**config.mk**
```make
export PLATFORM = sky130hd
export DESIGN_NAME = strip_bitmap_hit_extractor_flat
export DESIGN_NICKNAME = d
export VERILOG_FILES = /design/src/rtl/sbhe_pkg.sv /design/src/rtl/sbhe_channels.sv /design/src/rtl/sbhe_front.sv /design/src/rtl/sbhe_queue.sv /design/src/rtl/sbhe_back.sv /design/src/rtl/strip_bitmap_hit_extractor.sv /design/src/flat_wrapper.sv
export SDC_FILE = /design/constraint.sdc
export NUM_CORES = 1
export LEC_CHECK = 0
export BUFFER_PORTS_ARGS = -buffer_cell sky130_fd_sc_hd__buf_2
export CAP_MARGIN = 20
export CORE_UTILIZATION = 56
export CTS_CLUSTER_SIZE = 8
export DETAILED_ROUTE_END_ITERATION = 8
export GPL_TIMING_DRIVEN = 1
export PLACE_DENSITY_LB_ADDON = 0.2
export SYNTH_ARGS = -nofsm -noshare
export SYNTH_HDL_FRONTEND = slang
export SYNTH_SLANG_ARGS = --single-unit
export TNS_END_PERCENT = 1
```
**constraint.sdc**
```tcl
create_clock -name clock -period 10.4 [get_ports clock]
set_input_delay 1.04 -clock clock [delete_from_list [all_inputs] [get_ports clock]]
set_output_delay 1.04 -clock clock [all_outputs]
set_load 0.005 [all_outputs]
```
**src/rtl/sbhe_pkg.sv**
```systemverilog
// Shared constants and types of the strip bitmap hit extractor.
package sbhe_pkg;

   // Event layout
   localparam int EVT_HDR      = 14;
   localparam int MOD_HDR      = 3;
   localparam int STR_HDR      = 3;
   localparam int STREAM_BYTES = 160;
   localparam int MAX_MODULES  = 16;
   localparam int MOD_SIZE     = MOD_HDR + 2 * (STR_HDR + STREAM_BYTES);
   localparam int S0_START     = MOD_HDR + STR_HDR;
   localparam int S1_START     = S0_START + STREAM_BYTES + STR_HDR;

   // Field widths
   localparam int DATA_W = 8;
   localparam int LEN_W  = 13;
   localparam int X_W    = 11;
   localparam int Y_W    = 6;
   localparam int CNT_W  = 5;
   localparam int BIT_W  = 3;
   localparam int IDX_W  = X_W - BIT_W;

   // Position counters
   localparam int MOD_IDX_W = $clog2(MAX_MODULES + 1);
   localparam int OFF_W     = $clog2(MOD_SIZE);
   localparam int POS_MAX   = 2 ** LEN_W - 1;

   // Module count by reciprocal multiply: exact for any 13-bit length
   localparam int RECIP_SHIFT = 23;
   localparam int RECIP_MULT  = (2 ** RECIP_SHIFT + MOD_SIZE - 1) / MOD_SIZE;
   localparam int PROD_W      = RECIP_SHIFT + LEN_W;

   // Front-to-back queue
   localparam int QUEUE_DEPTH = 4;
   localparam int QPTR_W      = $clog2(QUEUE_DEPTH);
   localparam int QCNT_W      = $clog2(QUEUE_DEPTH + 1);

   // One classified byte: hit bits still to expand, plus marker info
   typedef struct packed {
      logic [DATA_W-1:0] mask;
      logic [IDX_W-1:0]  idx;
      logic [Y_W-1:0]    row;
      logic              is_last;
      logic [CNT_W-1:0]  mod_count;
   } entry_type;

endpackage

```
**src/rtl/sbhe_channels.sv**
```systemverilog
// Valid/ready channel interfaces for the request bytes and the hit results.
interface sbhe_req_if;
   logic                       valid;
   logic                       ready;
   logic [sbhe_pkg::DATA_W-1:0] data_byte;
   logic [sbhe_pkg::LEN_W-1:0]  event_bytes;
   logic                       last_byte;

   modport source (output valid, data_byte, event_bytes, last_byte, input ready);
   modport sink   (input valid, data_byte, event_bytes, last_byte, output ready);
endinterface

interface sbhe_rsp_if;
   logic                      valid;
   logic                      ready;
   logic                      is_event_end;
   logic [sbhe_pkg::X_W-1:0]   hit_x;
   logic [sbhe_pkg::Y_W-1:0]   hit_y;
   logic [sbhe_pkg::CNT_W-1:0] module_count;
   logic                      last_of_run;

   modport source (output valid, is_event_end, hit_x, hit_y, module_count, last_of_run,
                   input ready);
   modport sink   (input valid, is_event_end, hit_x, hit_y, module_count, last_of_run,
                   output ready);
endinterface

```
**src/rtl/sbhe_front.sv**
```systemverilog
// Front end: accepts bytes, tracks event position, classifies each byte.
module sbhe_front (
   input  logic                clock,
   input  logic                reset,
   sbhe_req_if.sink            req_chan,
   input  logic                q_full,
   output logic                q_push,
   output sbhe_pkg::entry_type q_entry
);
   import sbhe_pkg::*;

   logic [LEN_W-1:0]     pos_ff, pos_in;
   logic [MOD_IDX_W-1:0] mod_ff, mod_in;
   logic [OFF_W-1:0]     off_ff, off_in;

   logic                 accept;
   logic                 in_hdr;
   logic                 in_s0, in_s1;
   logic                 hit_en;
   logic [LEN_W-1:0]     len_body;
   logic [PROD_W-1:0]    prod;
   logic [LEN_W-1:0]     quot;
   logic [MOD_IDX_W-1:0] count;
   logic [OFF_W-1:0]     off_rel;

   assign req_chan.ready = !q_full;
   assign accept         = req_chan.valid && req_chan.ready;

   // complete modules = (len - hdr) / MOD_SIZE, capped
   assign len_body = req_chan.event_bytes - LEN_W'(EVT_HDR);
   assign prod     = PROD_W'(len_body) * PROD_W'(RECIP_MULT);
   assign quot     = prod[RECIP_SHIFT +: LEN_W];

   always_comb begin
      if (req_chan.event_bytes < LEN_W'(EVT_HDR)) begin
         count = '0;
      end else if (quot > LEN_W'(MAX_MODULES)) begin
         count = MOD_IDX_W'(MAX_MODULES);
      end else begin
         count = quot[MOD_IDX_W-1:0];
      end
   end

   assign in_hdr  = pos_ff < LEN_W'(EVT_HDR);
   assign in_s0   = (off_ff >= OFF_W'(S0_START)) && (off_ff < OFF_W'(S0_START + STREAM_BYTES));
   assign in_s1   = off_ff >= OFF_W'(S1_START);
   assign off_rel = in_s1 ? off_ff - OFF_W'(S1_START) : off_ff - OFF_W'(S0_START);
   assign hit_en  = !in_hdr && (in_s0 || in_s1) && (mod_ff < count);

   always_comb begin
      q_entry.mask      = hit_en ? req_chan.data_byte : '0;
      q_entry.idx       = IDX_W'(off_rel);
      q_entry.row       = Y_W'({mod_ff, in_s1}) + Y_W'(1);
      q_entry.is_last   = req_chan.last_byte;
      q_entry.mod_count = CNT_W'(count);
   end

   // bytes with no hits and no marker produce nothing
   assign q_push = accept && ((q_entry.mask != '0) || req_chan.last_byte);

   always_comb begin
      pos_in = pos_ff;
      mod_in = mod_ff;
      off_in = off_ff;
      if (accept) begin
         if (req_chan.last_byte) begin
            pos_in = '0;
            mod_in = '0;
            off_in = '0;
         end else begin
            if (pos_ff != LEN_W'(POS_MAX)) begin
               pos_in = pos_ff + LEN_W'(1);
            end
            if (!in_hdr && (mod_ff < MOD_IDX_W'(MAX_MODULES))) begin
               if (off_ff == OFF_W'(MOD_SIZE - 1)) begin
                  off_in = '0;
                  mod_in = mod_ff + MOD_IDX_W'(1);
               end else begin
                  off_in = off_ff + OFF_W'(1);
               end
            end
         end
      end
   end

   always_ff @(posedge clock) begin
      if (reset) begin
         pos_ff <= '0;
         mod_ff <= '0;
         off_ff <= '0;
      end else begin
         pos_ff <= pos_in;
         mod_ff <= mod_in;
         off_ff <= off_in;
      end
   end

   a_off_range: assert property (@(posedge clock) disable iff (reset)
      off_ff <= OFF_W'(MOD_SIZE - 1))
      else $error("module offset out of range");

   a_last_clears: assert property (@(posedge clock) disable iff (reset)
      accept && req_chan.last_byte |=> pos_ff == '0 && mod_ff == '0 && off_ff == '0)
      else $error("position not cleared after last byte");

endmodule

```
**src/rtl/sbhe_queue.sv**
```systemverilog
// Short FIFO of classified bytes between front and back end.
module sbhe_queue (
   input  logic                clock,
   input  logic                reset,
   input  logic                push,
   input  sbhe_pkg::entry_type push_entry,
   output logic                full,
   output logic                head_valid,
   output sbhe_pkg::entry_type head_entry,
   input  logic                pop
);
   import sbhe_pkg::*;

   entry_type         entry_ff [QUEUE_DEPTH];
   logic [QPTR_W-1:0] wr_ptr_ff, wr_ptr_in;
   logic [QPTR_W-1:0] rd_ptr_ff, rd_ptr_in;
   logic [QCNT_W-1:0] count_ff, count_in;

   assign full       = count_ff == QCNT_W'(QUEUE_DEPTH);
   assign head_valid = count_ff != '0;
   assign head_entry = entry_ff[rd_ptr_ff];

   always_comb begin
      wr_ptr_in = wr_ptr_ff;
      rd_ptr_in = rd_ptr_ff;
      count_in  = count_ff;
      if (push) begin
         wr_ptr_in = wr_ptr_ff + QPTR_W'(1);
      end
      if (pop) begin
         rd_ptr_in = rd_ptr_ff + QPTR_W'(1);
      end
      if (push && !pop) begin
         count_in = count_ff + QCNT_W'(1);
      end else if (pop && !push) begin
         count_in = count_ff - QCNT_W'(1);
      end
   end

   always_ff @(posedge clock) begin
      if (reset) begin
         wr_ptr_ff <= '0;
         rd_ptr_ff <= '0;
         count_ff  <= '0;
      end else begin
         wr_ptr_ff <= wr_ptr_in;
         rd_ptr_ff <= rd_ptr_in;
         count_ff  <= count_in;
      end
   end

   always_ff @(posedge clock) begin
      if (push) begin
         entry_ff[wr_ptr_ff] <= push_entry;
      end
   end

   a_no_underflow: assert property (@(posedge clock) disable iff (reset)
      pop |-> count_ff != '0)
      else $error("pop from empty queue");

endmodule

```
**src/rtl/sbhe_back.sv**
```systemverilog
// Back end: expands hit bits one per cycle while the output is free, then the end marker.
module sbhe_back (
   input  logic                clock,
   input  logic                reset,
   input  logic                head_valid,
   input  sbhe_pkg::entry_type head_entry,
   output logic                pop,
   sbhe_rsp_if.source          rsp_chan
);
   import sbhe_pkg::*;

   logic                 work_vld_ff, work_vld_in;
   entry_type            work_ff, work_in;

   logic                 rsp_vld_ff, rsp_vld_in;
   logic                 end_ff, end_in;
   logic [X_W-1:0]       x_ff, x_in;
   logic [Y_W-1:0]       y_ff, y_in;
   logic [CNT_W-1:0]     cnt_ff, cnt_in;
   logic                 lor_ff, lor_in;

   logic                 out_free;
   logic                 emit;
   logic                 is_marker;
   logic                 fin;
   logic [BIT_W-1:0]     low_bit;
   logic [DATA_W-1:0]    rem_mask;

   assign out_free  = !rsp_vld_ff || rsp_chan.ready;
   assign emit      = work_vld_ff && out_free;
   assign is_marker = work_ff.mask == '0;
   assign rem_mask  = work_ff.mask & (work_ff.mask - DATA_W'(1));
   assign fin       = emit && (is_marker || (rem_mask == '0 && !work_ff.is_last));
   assign pop       = head_valid && (!work_vld_ff || fin);

   // lowest set bit goes first
   always_comb begin
      low_bit = '0;
      for (int i = DATA_W - 1; i >= 0; i--) begin
         if (work_ff.mask[i]) begin
            low_bit = BIT_W'(i);
         end
      end
   end

   always_comb begin
      work_vld_in = work_vld_ff;
      work_in     = work_ff;
      if (pop) begin
         work_vld_in = 1'b1;
         work_in     = head_entry;
      end else if (fin) begin
         work_vld_in = 1'b0;
      end else if (emit) begin
         work_in.mask = rem_mask;
      end
   end

   always_comb begin
      rsp_vld_in = rsp_vld_ff;
      end_in     = end_ff;
      x_in       = x_ff;
      y_in       = y_ff;
      cnt_in     = cnt_ff;
      lor_in     = lor_ff;
      if (emit) begin
         rsp_vld_in = 1'b1;
         end_in     = is_marker;
         x_in       = is_marker ? '0 : {work_ff.idx, low_bit};
         y_in       = is_marker ? '0 : work_ff.row;
         cnt_in     = is_marker ? work_ff.mod_count : '0;
         lor_in     = fin;
      end else if (rsp_chan.ready) begin
         rsp_vld_in = 1'b0;
      end
   end

   always_ff @(posedge clock) begin
      if (reset) begin
         work_vld_ff <= 1'b0;
         rsp_vld_ff  <= 1'b0;
      end else begin
         work_vld_ff <= work_vld_in;
         rsp_vld_ff  <= rsp_vld_in;
      end
   end

   always_ff @(posedge clock) begin
      work_ff <= work_in;
      end_ff  <= end_in;
      x_ff    <= x_in;
      y_ff    <= y_in;
      cnt_ff  <= cnt_in;
      lor_ff  <= lor_in;
   end

   assign rsp_chan.valid        = rsp_vld_ff;
   assign rsp_chan.is_event_end = end_ff;
   assign rsp_chan.hit_x        = x_ff;
   assign rsp_chan.hit_y        = y_ff;
   assign rsp_chan.module_count = cnt_ff;
   assign rsp_chan.last_of_run  = lor_ff;

   a_work_nonempty: assert property (@(posedge clock) disable iff (reset)
      work_vld_ff |-> work_ff.mask != '0 || work_ff.is_last)
      else $error("empty entry reached back end");

   a_marker_closes: assert property (@(posedge clock) disable iff (reset)
      rsp_vld_ff && end_ff |-> lor_ff && x_ff == '0 && y_ff == '0)
      else $error("end marker malformed");

endmodule

```
**src/rtl/strip_bitmap_hit_extractor.sv**
```systemverilog
// Top level of the strip bitmap hit extractor: front, queue and back end.
//
// Usage:
//   req_chan carries the raw event bytes in order, one per transfer, with the
//   event's total length on every byte and last_byte on the final one.
//   rsp_chan returns a transfer per set bit of full modules (LSB first), with
//   hit_x = byte offset in stream * 8 + bit and hit_y = module * 2 + 1 + stream,
//   and after the final byte an end marker carrying the complete module count.
//   last_of_run flags the final transfer caused by one input byte.
// A byte reaches rsp_chan through the queue, work register and output register.
// Throughput: one input byte per cycle while each byte yields at most one
//   result and rsp_chan is ready; the back end emits one result per cycle
//   unless stalled, so a byte with n hits (plus marker) holds the output longer.
// The 4-entry queue between front and back absorbs such bursts; when it
//   fills, req_chan.ready drops. A stalled receiver holds the output register
//   and backs up through the queue; no result is lost or repeated.
// Reset (synchronous) clears the position counters, the queue and the
//   output register; the block takes bytes in the cycle after reset.
module strip_bitmap_hit_extractor (
   input  logic        clock,
   input  logic        reset,
   sbhe_req_if.sink    req_chan,
   sbhe_rsp_if.source  rsp_chan
);
   import sbhe_pkg::*;

   logic      q_push;
   logic      q_full;
   logic      q_head_valid;
   logic      q_pop;
   entry_type q_push_entry;
   entry_type q_head_entry;

   // classify bytes and advance the event position
   sbhe_front u_front (
      .clock    (clock),
      .reset    (reset),
      .req_chan (req_chan),
      .q_full   (q_full),
      .q_push   (q_push),
      .q_entry  (q_push_entry)
   );

   // decouples byte intake from hit expansion
   sbhe_queue u_queue (
      .clock      (clock),
      .reset      (reset),
      .push       (q_push),
      .push_entry (q_push_entry),
      .full       (q_full),
      .head_valid (q_head_valid),
      .head_entry (q_head_entry),
      .pop        (q_pop)
   );

   // one result per cycle into the output register while it is free
   sbhe_back u_back (
      .clock      (clock),
      .reset      (reset),
      .head_valid (q_head_valid),
      .head_entry (q_head_entry),
      .pop        (q_pop),
      .rsp_chan   (rsp_chan)
   );

endmodule

```
**src/flat_wrapper.sv**
```systemverilog
// flat-port wrapper written by rule: the top's interface ports become plain ports
module strip_bitmap_hit_extractor_flat import sbhe_pkg::*;
  (clock, reset, req_chan_valid, req_chan_data_byte, req_chan_event_bytes, req_chan_last_byte, req_chan_ready, rsp_chan_valid, rsp_chan_is_event_end, rsp_chan_hit_x, rsp_chan_hit_y, rsp_chan_module_count, rsp_chan_last_of_run, rsp_chan_ready);
  sbhe_req_if req_chan_i ();
  sbhe_rsp_if rsp_chan_i ();
  input  logic clock;
  input  logic reset;
  input wire logic [$bits(req_chan_i.valid)-1:0] req_chan_valid;
  input wire logic [$bits(req_chan_i.data_byte)-1:0] req_chan_data_byte;
  input wire logic [$bits(req_chan_i.event_bytes)-1:0] req_chan_event_bytes;
  input wire logic [$bits(req_chan_i.last_byte)-1:0] req_chan_last_byte;
  output wire logic [$bits(req_chan_i.ready)-1:0] req_chan_ready;
  output wire logic [$bits(rsp_chan_i.valid)-1:0] rsp_chan_valid;
  output wire logic [$bits(rsp_chan_i.is_event_end)-1:0] rsp_chan_is_event_end;
  output wire logic [$bits(rsp_chan_i.hit_x)-1:0] rsp_chan_hit_x;
  output wire logic [$bits(rsp_chan_i.hit_y)-1:0] rsp_chan_hit_y;
  output wire logic [$bits(rsp_chan_i.module_count)-1:0] rsp_chan_module_count;
  output wire logic [$bits(rsp_chan_i.last_of_run)-1:0] rsp_chan_last_of_run;
  input wire logic [$bits(rsp_chan_i.ready)-1:0] rsp_chan_ready;
  assign req_chan_i.valid = req_chan_valid;
  assign req_chan_i.data_byte = req_chan_data_byte;
  assign req_chan_i.event_bytes = req_chan_event_bytes;
  assign req_chan_i.last_byte = req_chan_last_byte;
  assign req_chan_ready = req_chan_i.ready;
  assign rsp_chan_valid = rsp_chan_i.valid;
  assign rsp_chan_is_event_end = rsp_chan_i.is_event_end;
  assign rsp_chan_hit_x = rsp_chan_i.hit_x;
  assign rsp_chan_hit_y = rsp_chan_i.hit_y;
  assign rsp_chan_module_count = rsp_chan_i.module_count;
  assign rsp_chan_last_of_run = rsp_chan_i.last_of_run;
  assign rsp_chan_i.ready = rsp_chan_ready;
  strip_bitmap_hit_extractor u_core (.clock(clock), .reset(reset), .req_chan(req_chan_i), .rsp_chan(rsp_chan_i));
endmodule
```
# [Word-level counts from Yosys, hierarchy flattened]
# Memories as Yosys holds them, arrays and structs flattened. A register that Yosys moved wholly into a read port is not among the register bits.
# Cells that the tools add are included.
[totals] rom_bits=0 reg_bits=88 mem_bits_rw=112 word_cells=122 out_inout_bits=26 memories=1 latch_bits=0
[classes] n_lt_le_gt_ge=8 addsub=12 n_bitwise=1 mux=32 div=0 mul=1 shift=0 n_eq_ne=4 n_reduce_logical=42
[memory_table] name="u_core.u_queue.entry_ff" words=4 word_bits=28 rd=1 rd_clocked_by_memory_dff=1 write_ports=1 line_no="sbhe_queue.sv:14" source="entry_type entry_ff [QUEUE_DEPTH];"
[ops] operator="$mux 8" count=5
[ops] operator="$mul 13x14->27 const B" count=1
[ops] operator="$mux 9" count=3
[ops] operator="$lt 13x4->1 const B" count=2
[ops] operator="$mux 13" count=2
[ops] operator="$mux 5" count=5
[ops] operator="$mux 3" count=6
[ops] operator="$logic_not 8->1" count=2
[ops] operator="$reduce_bool 2->1" count=7
[ops] operator="$add 13x1->13 const B" count=1
[ops] operator="$ne 13x13->1 const B" count=1
[ops] operator="$sub 13x4->13 const B" count=1
[ops] operator="$logic_and 1x1->1" count=12
[ops] operator="$add 9x1->9 const B" count=1
[ops] operator="$eq 9x9->1 const B" count=1
[ops] operator="$ge 9x3->1 const B" count=1
[ops] operator="$ge 9x8->1 const B" count=1
[ops] operator="$lt 9x8->1 const B" count=1
[ops] operator="$and 8x8->8" count=1
[ops] operator="$mux 2" count=4
[ops] operator="$reduce_bool 8->1" count=1
[ops] operator="$sub 8x1->8 const B" count=1
[ops] operator="$sub 8x3->8 const B" count=1
[ops] operator="$sub 8x8->8 const B" count=1
[ops] operator="other kinds (19)" count=38

# [Longest topological paths before layout]
# Gate-level depths: netlist (run 1).
[logic_depth] ltp_word=15 ltp_mapped=39

# [Modules after synthesis]
# From an unflattened synthesis (run 1), not the netlist that was laid out.
[unflattened] hier_cells=933 area_unflattened_um2=11843.9
[modules_own_cells] module="sbhe_front" n_inst=1 seq_area_each_um2=540.5 cells_per_inst=601 area_each_um2=5166.2
[modules_own_cells] module="sbhe_queue" n_inst=1 seq_area_each_um2=3543.4 cells_per_inst=190 area_each_um2=4520.6
[modules_own_cells] module="sbhe_back" n_inst=1 seq_area_each_um2=1601.5 cells_per_inst=142 area_each_um2=2157.1

# [Least setup slack after synthesis (run 1)]
# OpenSTA, ideal clock, no wires.
[synth_timing] path_kind="input -> register" start="input req_chan_event_bytes[7]" end="register u_core.u_queue.count_ff[2]" required_ns=10.330 arrival_time_ns=9.923 n_path_buf=0 slack_ns=0.407 setup_ns=0.070 path_stages=36 path_cell_list="or4_1 nor3_1 nand2_1 or3_1 xor2_1 fa_1 ha_1 inv_1 fa_1 inv_1 fa_1 inv_1 fa_1 inv_1 ha_1 nand4_1 nor3_1 o2111ai_1 o211ai_1 a31oi_1 xnor2_1 o21bai_1 nand3_1 ha_1 a21o_1 a21o_1 a2111oi_0 o2111a_1 nand3_1 a21oi_2 ha_1 inv_1 fa_1 xor2_1 or3_1 a21oi_1"
[synth_between] elab_chain_len=14 word_cells_on_any_way=17 cone_classes="add/sub (1); mul (1); order compare (3); mux (4); reduce/logical (8)"
[synth_lines] item="start, declared" line_no="flat_wrapper.sv:10" source="input wire logic [$bits(req_chan_i.event_bytes)-1:0] req_chan_event_bytes;"
[synth_lines] item="$sub 13x4->13" line_no="sbhe_front.sv:30" source="assign len_body = req_chan.event_bytes - LEN_W'(EVT_HDR);"
[synth_lines] item="$mul 13x14->27" line_no="sbhe_front.sv:31" source="assign prod = PROD_W'(len_body) * PROD_W'(RECIP_MULT);"
[synth_lines] item="$gt 5x5->1" line_no="sbhe_front.sv:37" source="end else if (quot > LEN_W'(MAX_MODULES)) begin"
[synth_lines] item="$mux 5" line_no="sbhe_front.sv:37"
[synth_lines] item="$mux 5 (*)" line_no="sbhe_front.sv:35" source="if (req_chan.event_bytes < LEN_W'(EVT_HDR)) begin"
[synth_lines] item="$lt 5x5->1 (*)" line_no="sbhe_front.sv:48" source="assign hit_en = !in_hdr && (in_s0 || in_s1) && (mod_ff < count);"
[synth_lines] item="$logic_and 1x1->1 (*)" line_no="sbhe_front.sv:48"
[synth_lines] item="$mux 8 (*)" line_no="sbhe_front.sv:51" source="q_entry.mask = hit_en ? req_chan.data_byte : '0;"
[synth_lines] item="$reduce_bool 8->1 (*)" line_no="sbhe_front.sv:59" source="assign q_push = accept && ((q_entry.mask != '0) || req_chan.last_byte);"
[synth_lines] item="$logic_or 1x1->1 (*)" line_no="sbhe_front.sv:59"
[synth_lines] item="$logic_and 1x1->1 (*)" line_no="sbhe_front.sv:59"
[synth_lines] item="named net u_core.q_push" line_no="strip_bitmap_hit_extractor.sv:27" source="logic q_push;"
[synth_lines] item="$logic_not 1->1" line_no="sbhe_queue.sv:35" source="end else if (pop && !push) begin"
[synth_lines] item="$logic_and 1x1->1" line_no="sbhe_queue.sv:35"
[synth_lines] item="$reduce_bool 2->1 (no source line)"
[synth_lines] item="end signal, assigned" line_no="sbhe_queue.sv:48" source="count_ff <= count_in;"
[synth_lines] item="end, declared" line_no="sbhe_queue.sv:17" source="logic [QCNT_W-1:0] count_ff, count_in;"
# Mark *: on every way through the listed nets, which the timed path passes. The rest lies on a longest branch.
# A chain may end at the register's enable or synchronous reset.

# [Worst setup path in the final report (run 1)]
[layout_timing] start="input req_chan_event_bytes[5]" end="register u_core.u_queue.count_ff[2]"
# Same word-level chain as after synthesis.

==> summary.md, run 1 <==
| Metric | Value |
|---|---|
| Outcome | `finished clean` |
| Largest cells by area after synthesis | `edfxtp_1 (42%), ha_1 (12%), fa_1 (8.6%)` |
| Max Cap Violations | `0` |
| Most used cell, CP | `ha_1` |
| #FFs+latches synth | `202` |
| Slowest CP cell | `or4_1` |
| Core region area | `just over 20000 um^2` |
| Final core occ | `0.648` |
| GR Overflow Total | `0` |
| Post-synth EDFFs | `approximately 160` |
| Share of layout cells above drive strength 1 | `0.137` |
| Hold buffer count at cts | `0` |
| Worst setup EP type | `register` |
| TritonCTS clock tree | `yes` |
| Post-synthesis sequential area ratio | `0.489` |
| Detailed Route Iter0 Violations | `about 390` |
| Post-CTS Setup Bufs | `0` |
| Final Max Slew Viols | `0` |
| Initial antenna violation count | `0` |
| Syn Inst Count | `928` |
| Post-Syn Area | `roughly 12000 um^2` |
| Vias post-DR | `7111` |
| WP data required | `10.86 ns` |
| Row count | `52` |
| GPL Wtd Cong | `0.856` |
| Skew final | `about 0.013 ns` |
| Dpl cells | `1245` |
| Synth warn | `0` |
| Pre-CTS setup slack | `~0.29 ns` |
| Critical path class | `in2reg` |
| Pre-antenna DRT Iters | `5` |
| Clock buffer depth | `3` |
| Area growth syn-to-layout | `13.1%` |
| Largest area contributor in the netlist | `edfxtp_1` |
| Cell Pwr Density | `246 nW/um^2` |
| # nets final | `roughly 1200` |
| CTS root buf | `clkbuf_16` |
| Clk Latency, worst-skew pair | `between 0.5 and 0.6 ns` |
| Final Setup Violations | `0` |
| CP Launch Type | `input pin` |
| Crit path time final | `~9.7 ns` |
| CTS resizes | `0` |
| Antenna viol nets, final | `0` |
| Final period utilization | `0.932` |
| Asr flop ratio synth | `0` |
| WP data arrival | `about 10 ns` |
| DRC violation count after routing | `0` |
| Clock sink count | `around 200` |
| Worst path max stage delay | `around 0.55 ns` |
| Drt via density | `5.47` |
| N_diodes | `0` |
| Final worst slack | `about 0.71 ns` |
| Global-route wire length before repair | `about 36 mm` |
| Commonest register cell after synthesis | `edfxtp_1` |
| Worst min-delay path category | `reg2reg` |
| Num CTS Buffers | `29` |
| Setup TNS | `0 ns` |
| Unrepaired setup endpoints after global routing | `no` |
| Worst hold slack | `roughly 0.50 ns` |
| Headroom to the max-slew limit | `0.369` |
| I/O pin cnt | `52` |
| Netlist cell types | `between 50 and 60` |
| Syn avg cell area | `between 10 and 15 um^2` |
| Synth top area share | `0.423` |
| Die area | `about 21000 um^2` |
| DP Wirelength | `15.7 mm` |
| Post-Syn Nets | `about 1100` |
| Slew @ Worst Pin | `just over 0.9 ns` |
| PortBufs | `between 50 and 60` |
| Final hold vios | `0` |
| Clock transition at path regs | `~0.05 ns` |
| Routed len/inst | `roughly 17 um` |
| Most common library cells after synthesis | `edfxtp_1 (164), inv_1 (117), ha_1 (111)` |
| Initial Util | `0.573` |
| DP Area | `about 12000 um^2` |
| WL final | `between 20 and 25 mm` |
| Final Cell Area | `13200 um^2` |
| Peak supply drop | `approximately 160 uV` |
| Largest net degree at the start of global routing | `38` |
| Finished Layout Cells | `1300` |
| Die Width | `between 100 and 150 um` |
| Count leader, synth | `edfxtp_1` |
| Max FO, Critical Path | `6` |
| Chip height | `between 100 and 150 um` |
| GRT Total Usage | `0.216` |
| H-tree levels | `1` |
| Power Total | `~3.2 mW` |
| Leakage | `about 5.2 nW` |
| Vias in the first global route | `7100` |
| Fmax | `0.103 GHz` |
power breakdown:
part           total [mW]  switching [mW]  internal (mW)
sequential           1.11          0.0661           1.05
combinational        1.26           0.720          0.540
clock               0.870           0.326          0.544
kinds of logic after synthesis:
family / Yosys count / synth area share
mux: 36 / 0.0612
flops: 202 / 0.489
fa+ha+maj: 163 / 0.207
simple gates: 232 / 0.101
buf+inv: 139 / 0.0453
compound gates: 101 / 0.0549
xor+xnor: 55 / 0.0414
worst max-delay path, delay by kind of cell:
kind                     cells  cell delay [ns]
AND/OR/NAND/NOR              7             1.61
AO/OA/AOI/OAI               11             2.51
adder cells (fa/ha/maj)      9             3.45
buffers and inverters        6             0.68
XOR/XNOR                     4             0.83
per-layer routing:
layer,share of wire,GRT usage,vias to the layer above
li1,-,-,3450
met1,0.45,0.298,3480
met2,0.49,0.364,160
met3,0.053,0.0288,21
met4,0.013,0.0542,0
met5,0,0,-
worst paths after layout:
path	endpoint	start	cells past startpoint	slack, ns
min reg2reg	u_core.u_front.pos_ff[11]$_SDFFE_PP0P_	u_core.u_front.pos_ff[11]$_SDFFE_PP0P_	2	0.50
min	u_core.u_front.pos_ff[11]$_SDFFE_PP0P_	u_core.u_front.pos_ff[11]$_SDFFE_PP0P_	2	0.50
max	u_core.u_queue.count_ff[2]$_SDFFE_PP0P_	req_chan_event_bytes[5]	37	0.71
max reg2reg	u_core.u_queue.count_ff[2]$_SDFFE_PP0P_	u_core.u_front.off_ff[2]$_SDFFE_PP0P_	15	6.50
cells in the final DEF (no fill, tap or decap), types with 6 or more instances in the layout:
cell type,count
nand4_1,10
dfxtp_1,37
clkbuf_16,30
nand2b_1,12
edfxtp_1,164
fa_1,50
mux4_2,28
nor4_1,6
nand3_1,14
ha_1,111
or3_1,12
a21oi_1,30
nor2_1,56
and3_1,9
a21o_1,8
nand2_1,47
buf_2,51
xor2_1,31
and2_1,36
mux2i_1,7
buf_4,18
clkbuf_1,22
xnor2_1,24
inv_1,117
nor3_1,15
o21ai_0,29
flip-flops by register name, summed over array words and instances (netlist names), 2 cells and up, named ones only:
| name | flops |
|---|---|
| u_core.u_queue.entry_ff | 112 |
| u_core.u_back.work_ff | 28 |
| u_core.u_front.pos_ff | 13 |
| u_core.u_back.rsp_chan.hit_x | 11 |
| u_core.u_front.off_ff | 9 |
| u_core.u_back.rsp_chan.hit_y | 6 |
| u_core.u_back.rsp_chan.module_count | 5 |
| u_core.u_front.mod_ff | 5 |
| u_core.u_queue.count_ff | 3 |
| u_core.u_queue.rd_ptr_ff | 2 |
| u_core.u_queue.wr_ptr_ff | 2 |
cell type report:
type                    instances  area [um^2]
clock buffers                  53          847
repair buffers                 70          410
inverters                     117          439
flip-flops and latches        202         5690
multi-input cells             587         5420
fillers                      1574         7140
clock inverters                 1         20.0
well taps                     270          338
(Power assumes the default switching activity.)
==> run 2: changes to the inputs <==
--- a/config.mk
+++ b/config.mk
@@ -7,10 +7,12 @@
 export LEC_CHECK = 0
 export BUFFER_PORTS_ARGS = -buffer_cell sky130_fd_sc_hd__buf_2
 export CAP_MARGIN = 20
-export CORE_UTILIZATION = 56
+export CORE_ASPECT_RATIO = 1.5
+export CORE_UTILIZATION = 40
 export CTS_CLUSTER_SIZE = 8
 export DETAILED_ROUTE_END_ITERATION = 8
 export GPL_TIMING_DRIVEN = 1
+export MAX_ROUTING_LAYER = met4
 export PLACE_DENSITY_LB_ADDON = 0.2
 export SYNTH_ARGS = -nofsm -noshare
 export SYNTH_HDL_FRONTEND = slang
==> run 2 against run 1 <==
Against the previous run:
- sequential power about the same
- die area up 39%
- register-to-register slack worse by 0.02 ns
- combinational power about the same
- highest routed layer unchanged
==> summary.md, run 2 (same netlist as run 1, synthesis figures left out) <==
| Metric | Value |
|---|---|
| Slowest CP cell | `fa_1` |
| TritonCTS clock tree | `yes` |
| Cell Pwr Density | `roughly 240 nW/um^2` |
| # nets final | `around 1200` |
| Most frequent cells in the layout | `edfxtp_1 (164), inv_1 (117), ha_1 (111)` |
| Slew @ Worst Pin | `0.835 ns` |
| Drt via density | `4.90` |
| Worst path max stage delay | `0.55 ns` |
| Dpl cells | `about 1400` |
| Num CTS Buffers | `29` |
| N_diodes | `0` |
| Share of layout cells above drive strength 1 | `0.137` |
| Detailed Route Iter0 Violations | `approximately 300` |
| Worst setup EP type | `register` |
| Die Width | `141 um` |
| Pre-antenna DRT Iters | `4` |
| Initial antenna violation count | `0` |
| Outcome | `finished clean` |
| Critical path class | `in2reg` |
| I/O pin cnt | `52` |
| Headroom to the max-slew limit | `0.439` |
| GRT Total Usage | `0.164` |
| Die area | `29800 um^2` |
| Chip height | `between 200 and 250 um` |
| Largest net degree at the start of global routing | `39` |
| Area growth syn-to-layout | `14.5%` |
| Unrepaired setup endpoints after global routing | `no` |
| DP Wirelength | `17.3 mm` |
| Clock sink count | `slightly above 200` |
| Hold buffer count at cts | `0` |
| Crit path time final | `between 9 and 10 ns` |
| WP data required | `about 11 ns` |
| Antenna viol nets, final | `0` |
| Initial Util | `0.406` |
| WL final | `22.7 mm` |
| Reg with most FFs | `u_core.u_queue.entry_ff` |
| Clk Latency, worst-skew pair | `0.53 ns` |
| Final Max Slew Viols | `0` |
| GPL Wtd Cong | `~0.85` |
| Final core occ | `0.465` |
| Leakage | `about 5.2 nW` |
| DRC violation count after routing | `0` |
| Commonest non-fill, non-tap cell in the layout | `edfxtp_1` |
| Most used cell, CP | `ha_1` |
| Max Cap Violations | `0` |
| Setup TNS | `0 ns` |
| Max FO, Critical Path | `4` |
| Vias in the first global route | `just over 7000` |
| Finished Layout Cells | `1420` |
| Final period utilization | `0.922` |
| CTS resizes | `0` |
| Global-route wire length before repair | `roughly 36 mm` |
| Clock buffer depth | `3` |
| WP data arrival | `about 10 ns` |
| Skew final | `around 0.014 ns` |
| CTS root buf | `clkbuf_16` |
| Clock transition at path regs | `0.05 ns` |
| Row count | `76` |
| Largest registers | `u_core.u_queue.entry_ff x112, u_core.u_back.work_ff x28, u_core.u_front.pos_ff x13` |
| Fmax | `between 0.1 and 0.15 GHz` |
| Final Setup Violations | `0` |
| PortBufs | `roughly 50` |
| CP Launch Type | `input pin` |
| H-tree levels | `1` |
| Routed len/inst | `around 16 um` |
| Vias post-DR | `6960` |
| Peak supply drop | `between 100 and 150 uV` |
| Post-CTS Setup Bufs | `0` |
| GR Overflow Total | `0` |
| Max FFs per register | `about 110` |
| Core region area | `about 29000 um^2` |
| Final hold vios | `0` |
| Worst min-delay path category | `reg2reg` |
run 2: cell types whose count changed in the layout (fill, tap and decap cells not counted), sizes merged:
cell      before  now
buf           70   71
clkbuf        53   52
clkinvlp       0    1
inv          118  117
run 2: cell type report:
type                    instances  area (um^2)
fillers                      2641        15300
flip-flops and latches        202         5690
multi-input cells             587         5420
clock buffers                  52          812
well taps                     390          488
repair buffers                 71          463
inverters                     117          439
clock inverters                 1         7.51
run 2: critical path: cells and delay by family:
kind / cells / cell delay, ns
compound gates: 11 / 2.42
xor+xnor: 4 / 0.75
fa+ha+maj: 9 / 3.32
buf+inv: 6 / 0.60
simple gates: 8 / 1.92
run 2: report_power, final:
group	total (mW)	leakage [nW]	internal, mW	switching [mW]
clock network	0.835	0.385	0.518	0.317
logic	1.24	3.15	0.536	0.705
registers	1.11	1.70	1.05	0.0684
run 2: metal layers:
metal / vias to the layer above / track usage / part of all wire
met3: 48 / 0.0165 / 0.023
met5: - / - / 0
met2: 97 / 0.327 / 0.57
met1: 3376 / 0.156 / 0.37
met4: 0 / 0.0686 / 0.037
li1: 3439 / - / -
run 2: worst paths after layout:
check,cells after the start,startpoint,slack (ns),end
setup / recovery,38,req_chan_event_bytes[5],0.81,u_core.u_queue.count_ff[2]$_SDFFE_PP0P_
hold / removal,2,u_core.u_front.pos_ff[4]$_SDFFE_PP0P_,0.50,u_core.u_front.pos_ff[4]$_SDFFE_PP0P_
setup reg to reg,14,u_core.u_back.work_ff[20]$_SDFFCE_PN0P_,6.48,u_core.u_queue.count_ff[2]$_SDFFE_PP0P_
hold reg to reg,2,u_core.u_front.pos_ff[4]$_SDFFE_PP0P_,0.50,u_core.u_front.pos_ff[4]$_SDFFE_PP0P_
run 2: stage by stage:
stage / setup WS [ns] / hold WS [ns] / power, mW / cell area [um^2]
finish: 0.809 / 0.496 / 3.19 / 13300
global route: 0.173 / 0.521 / 3.45 / 13300
CTS: 0.769 / 0.495 / 3.23 / 13300
detailed placement: 0.248 / 0.491 / 2.38 / 12500
global placement: 0.398 / 0.488 / 2.37 / 12500
floorplan: 0.407 / 0.450 / 2.03 / 11600
==> run 3: changes to the inputs <==
--- a/config.mk
+++ b/config.mk
@@ -8,12 +8,14 @@
 export BUFFER_PORTS_ARGS = -buffer_cell sky130_fd_sc_hd__buf_2
 export CAP_MARGIN = 20
 export CORE_ASPECT_RATIO = 1.5
-export CORE_UTILIZATION = 40
+export CORE_UTILIZATION = 50
 export CTS_CLUSTER_SIZE = 8
 export DETAILED_ROUTE_END_ITERATION = 8
+export GPL_ROUTABILITY_DRIVEN = 1
 export GPL_TIMING_DRIVEN = 1
 export MAX_ROUTING_LAYER = met4
 export PLACE_DENSITY_LB_ADDON = 0.2
+export SLEW_MARGIN = 20
 export SYNTH_ARGS = -nofsm -noshare
 export SYNTH_HDL_FRONTEND = slang
 export SYNTH_SLANG_ARGS = --single-unit
==> run 3 against run 2 <==
Against the previous run:
- count of clock-buffer cells in the layout unchanged
- sequential share of layout area up 0.47 points
- cell count down 7.7%
- non-clock buffer count up 1
- sequential cell count unchanged
- wire length down 6.2%
- design area down 1.1%
- total power about the same
- global-route usage up 2.9 points
- combinational power about the same
- highest routed layer unchanged
==> summary.md, run 3 (same netlist as run 1, synthesis figures left out) <==
| Metric | Value |
|---|---|
| Headroom to the max-slew limit | `0.326` |
| Outcome | `finished clean` |
| Cell Pwr Density | `around 240 nW/um^2` |
| GRT Total Usage | `0.193` |
| Worst path max stage delay | `about 0.55 ns` |
| I/O pin cnt | `52` |
| Reg with most FFs | `u_core.u_queue.entry_ff` |
| WL final | `21.2 mm` |
| Commonest non-fill, non-tap cell in the layout | `edfxtp_1` |
| WP data required | `between 10 and 15 ns` |
| GR Overflow Total | `0` |
| CTS resizes | `0` |
| TritonCTS clock tree | `yes` |
| Pre-antenna DRT Iters | `5` |
| Clock sink count | `slightly above 200` |
| Die area | `roughly 24000 um^2` |
| PortBufs | `51` |
| Row count | `between 60 and 70` |
| Antenna viol nets, final | `0` |
| Clk Latency, worst-skew pair | `around 0.5 ns` |
| DRC violation count after routing | `0` |
| Psw | `between 1 and 1.5 mW` |
| Net Sw Frac | `0.341` |
| N_diodes | `0` |
| Max Cap Violations | `0` |
| WP data arrival | `10.17 ns` |
| Sequential share of power | `0.345` |
| Chip height | `about 190 um` |
| Vias post-DR | `~7000` |
| Vias in the first global route | `~7300` |
| Routed len/inst | `around 16 um` |
| Unrepaired setup endpoints after global routing | `no` |
| Die Width | `approximately 130 um` |
| Largest net degree at the start of global routing | `38` |
| # nets final | `1196` |
| Most frequent cells in the layout | `edfxtp_1 (164), inv_1 (117), ha_1 (111)` |
| Skew final | `0.0177 ns` |
| Clk network pwr share | `0.261` |
| Detailed Route Iter0 Violations | `~280` |
| CP Launch Type | `input pin` |
| Worst setup EP type | `register` |
| Final Max Slew Viols | `0` |
| Clock transition at path regs | `about 0.05 ns` |
| P_int | `about 2.1 mW` |
| Worst hold slack | `around 0.5 ns` |
| GPL Wtd Cong | `about 0.89` |
| Final Setup Violations | `0` |
| Final hold vios | `0` |
| H-tree levels | `1` |
| Final Cell Area | `~13000 um^2` |
| Most used cell, CP | `inv_1` |
| Initial antenna violation count | `0` |
| Max FO, Critical Path | `4` |
| DP Wirelength | `16.1 mm` |
| DP Area | `between 10000 and 15000 um^2` |
| Slowest CP cell | `or4_1` |
| Fmax | `around 0.10 GHz` |
| Initial Util | `0.508` |
| Critical path class | `in2reg` |
| Post-CTS Setup Bufs | `0` |
| Setup TNS | `0 ns` |
| Max FFs per register | `about 110` |
| Area growth syn-to-layout | `13.2%` |
| Clock buffer depth | `3` |
| Area of the multi-input gates | `approximately 5400 um^2` |
| Final period utilization | `0.937` |
| Hold buffer count at cts | `0` |
| Peak supply drop | `between 100 and 150 uV` |
| Drt via density | `5.32` |
| Global-route wire length before repair | `~35 mm` |
| Core region area | `22900 um^2` |
| Worst min-delay path category | `reg2reg` |
| Share of layout cells above drive strength 1 | `0.137` |
| CTS root buf | `clkbuf_16` |
| Seq. cell area | `5690 um^2` |
| Fill cells | `1903` |
| Crit path time final | `9.75 ns` |
| Num CTS Buffers | `29` |
| Largest registers | `u_core.u_queue.entry_ff x112, u_core.u_back.work_ff x28, u_core.u_front.pos_ff x13` |
| Gate power share | `0.394` |
| Leakage | `~5.2 nW` |
| Slew @ Worst Pin | `~1 ns` |
==> run 3: worst paths after layout <==
kind | start | endpoint | slack, ns | cells past startpoint
max reg2reg | u_core.u_front.off_ff[1]$_SDFFE_PP0P_ | u_core.u_queue.count_ff[2]$_SDFFE_PP0P_ | 6.88 | 14
max | req_chan_event_bytes[5] | u_core.u_queue.count_ff[2]$_SDFFE_PP0P_ | 0.65 | 41
min | u_core.u_front.pos_ff[4]$_SDFFE_PP0P_ | u_core.u_front.pos_ff[4]$_SDFFE_PP0P_ | 0.51 | 2
min reg2reg | u_core.u_front.pos_ff[4]$_SDFFE_PP0P_ | u_core.u_front.pos_ff[4]$_SDFFE_PP0P_ | 0.51 | 2
==> run 3: per-stage QoR <==
stage          total power [mW]  worst slack, ns  utilization  std cells
6_report                   3.19            0.653        0.575       1311
5_1_grt                    3.45           0.0413        0.575       1311
4_1_cts                    3.22            0.638        0.575       1311
3_5_place_dp               2.38            0.161        0.539       1258
3_3_place_gp               2.35            0.338        0.539       1258
2_1_floorplan              2.03            0.407            -        928
==> run 3: layout make-up <==
class / instances / share of cell area
Clock buffer: 52 / 0.0617
Clock inverter: 1 / 0.000665
Inverter: 117 / 0.0334
Multi-Input combinational cell: 587 / 0.412
Sequential cell: 202 / 0.432
Tap cell: 280 / 0.0266
Timing Repair Buffer: 72 / 0.0342
==> run 3: power by group through the flow <==
| stage | Clock [mW] | Sequential, mW | Combinational, mW |
|---|---|---|---|
| 2_1_floorplan | 0 | 1.10 | 0.931 |
| 3_3_place_gp | 0 | 1.11 | 1.24 |
| 3_5_place_dp | 0 | 1.12 | 1.26 |
| 4_1_cts | 0.848 | 1.10 | 1.27 |
| 5_1_grt | 0.882 | 1.11 | 1.45 |
| 6_report | 0.832 | 1.10 | 1.26 |
==> run 3: routing by layer <==
layer,vias to the layer above,track usage,part of all wire
li1,3446,-,-
met5,-,-,0
met1,3351,0.192,0.38
met4,0,0.0820,0.039
met3,51,0.0221,0.028
met2,130,0.374,0.55
==> run 3: critical path, delay by kind of cell <==
kind | cells | cell delay (ns)
adders and majority gates | 8 | 3.06
and+or+nand+nor | 11 | 2.48
AOI/OAI and AO/OA | 10 | 2.12
buffers and inverters | 8 | 0.76
xor gates and xnor gates | 4 | 0.73
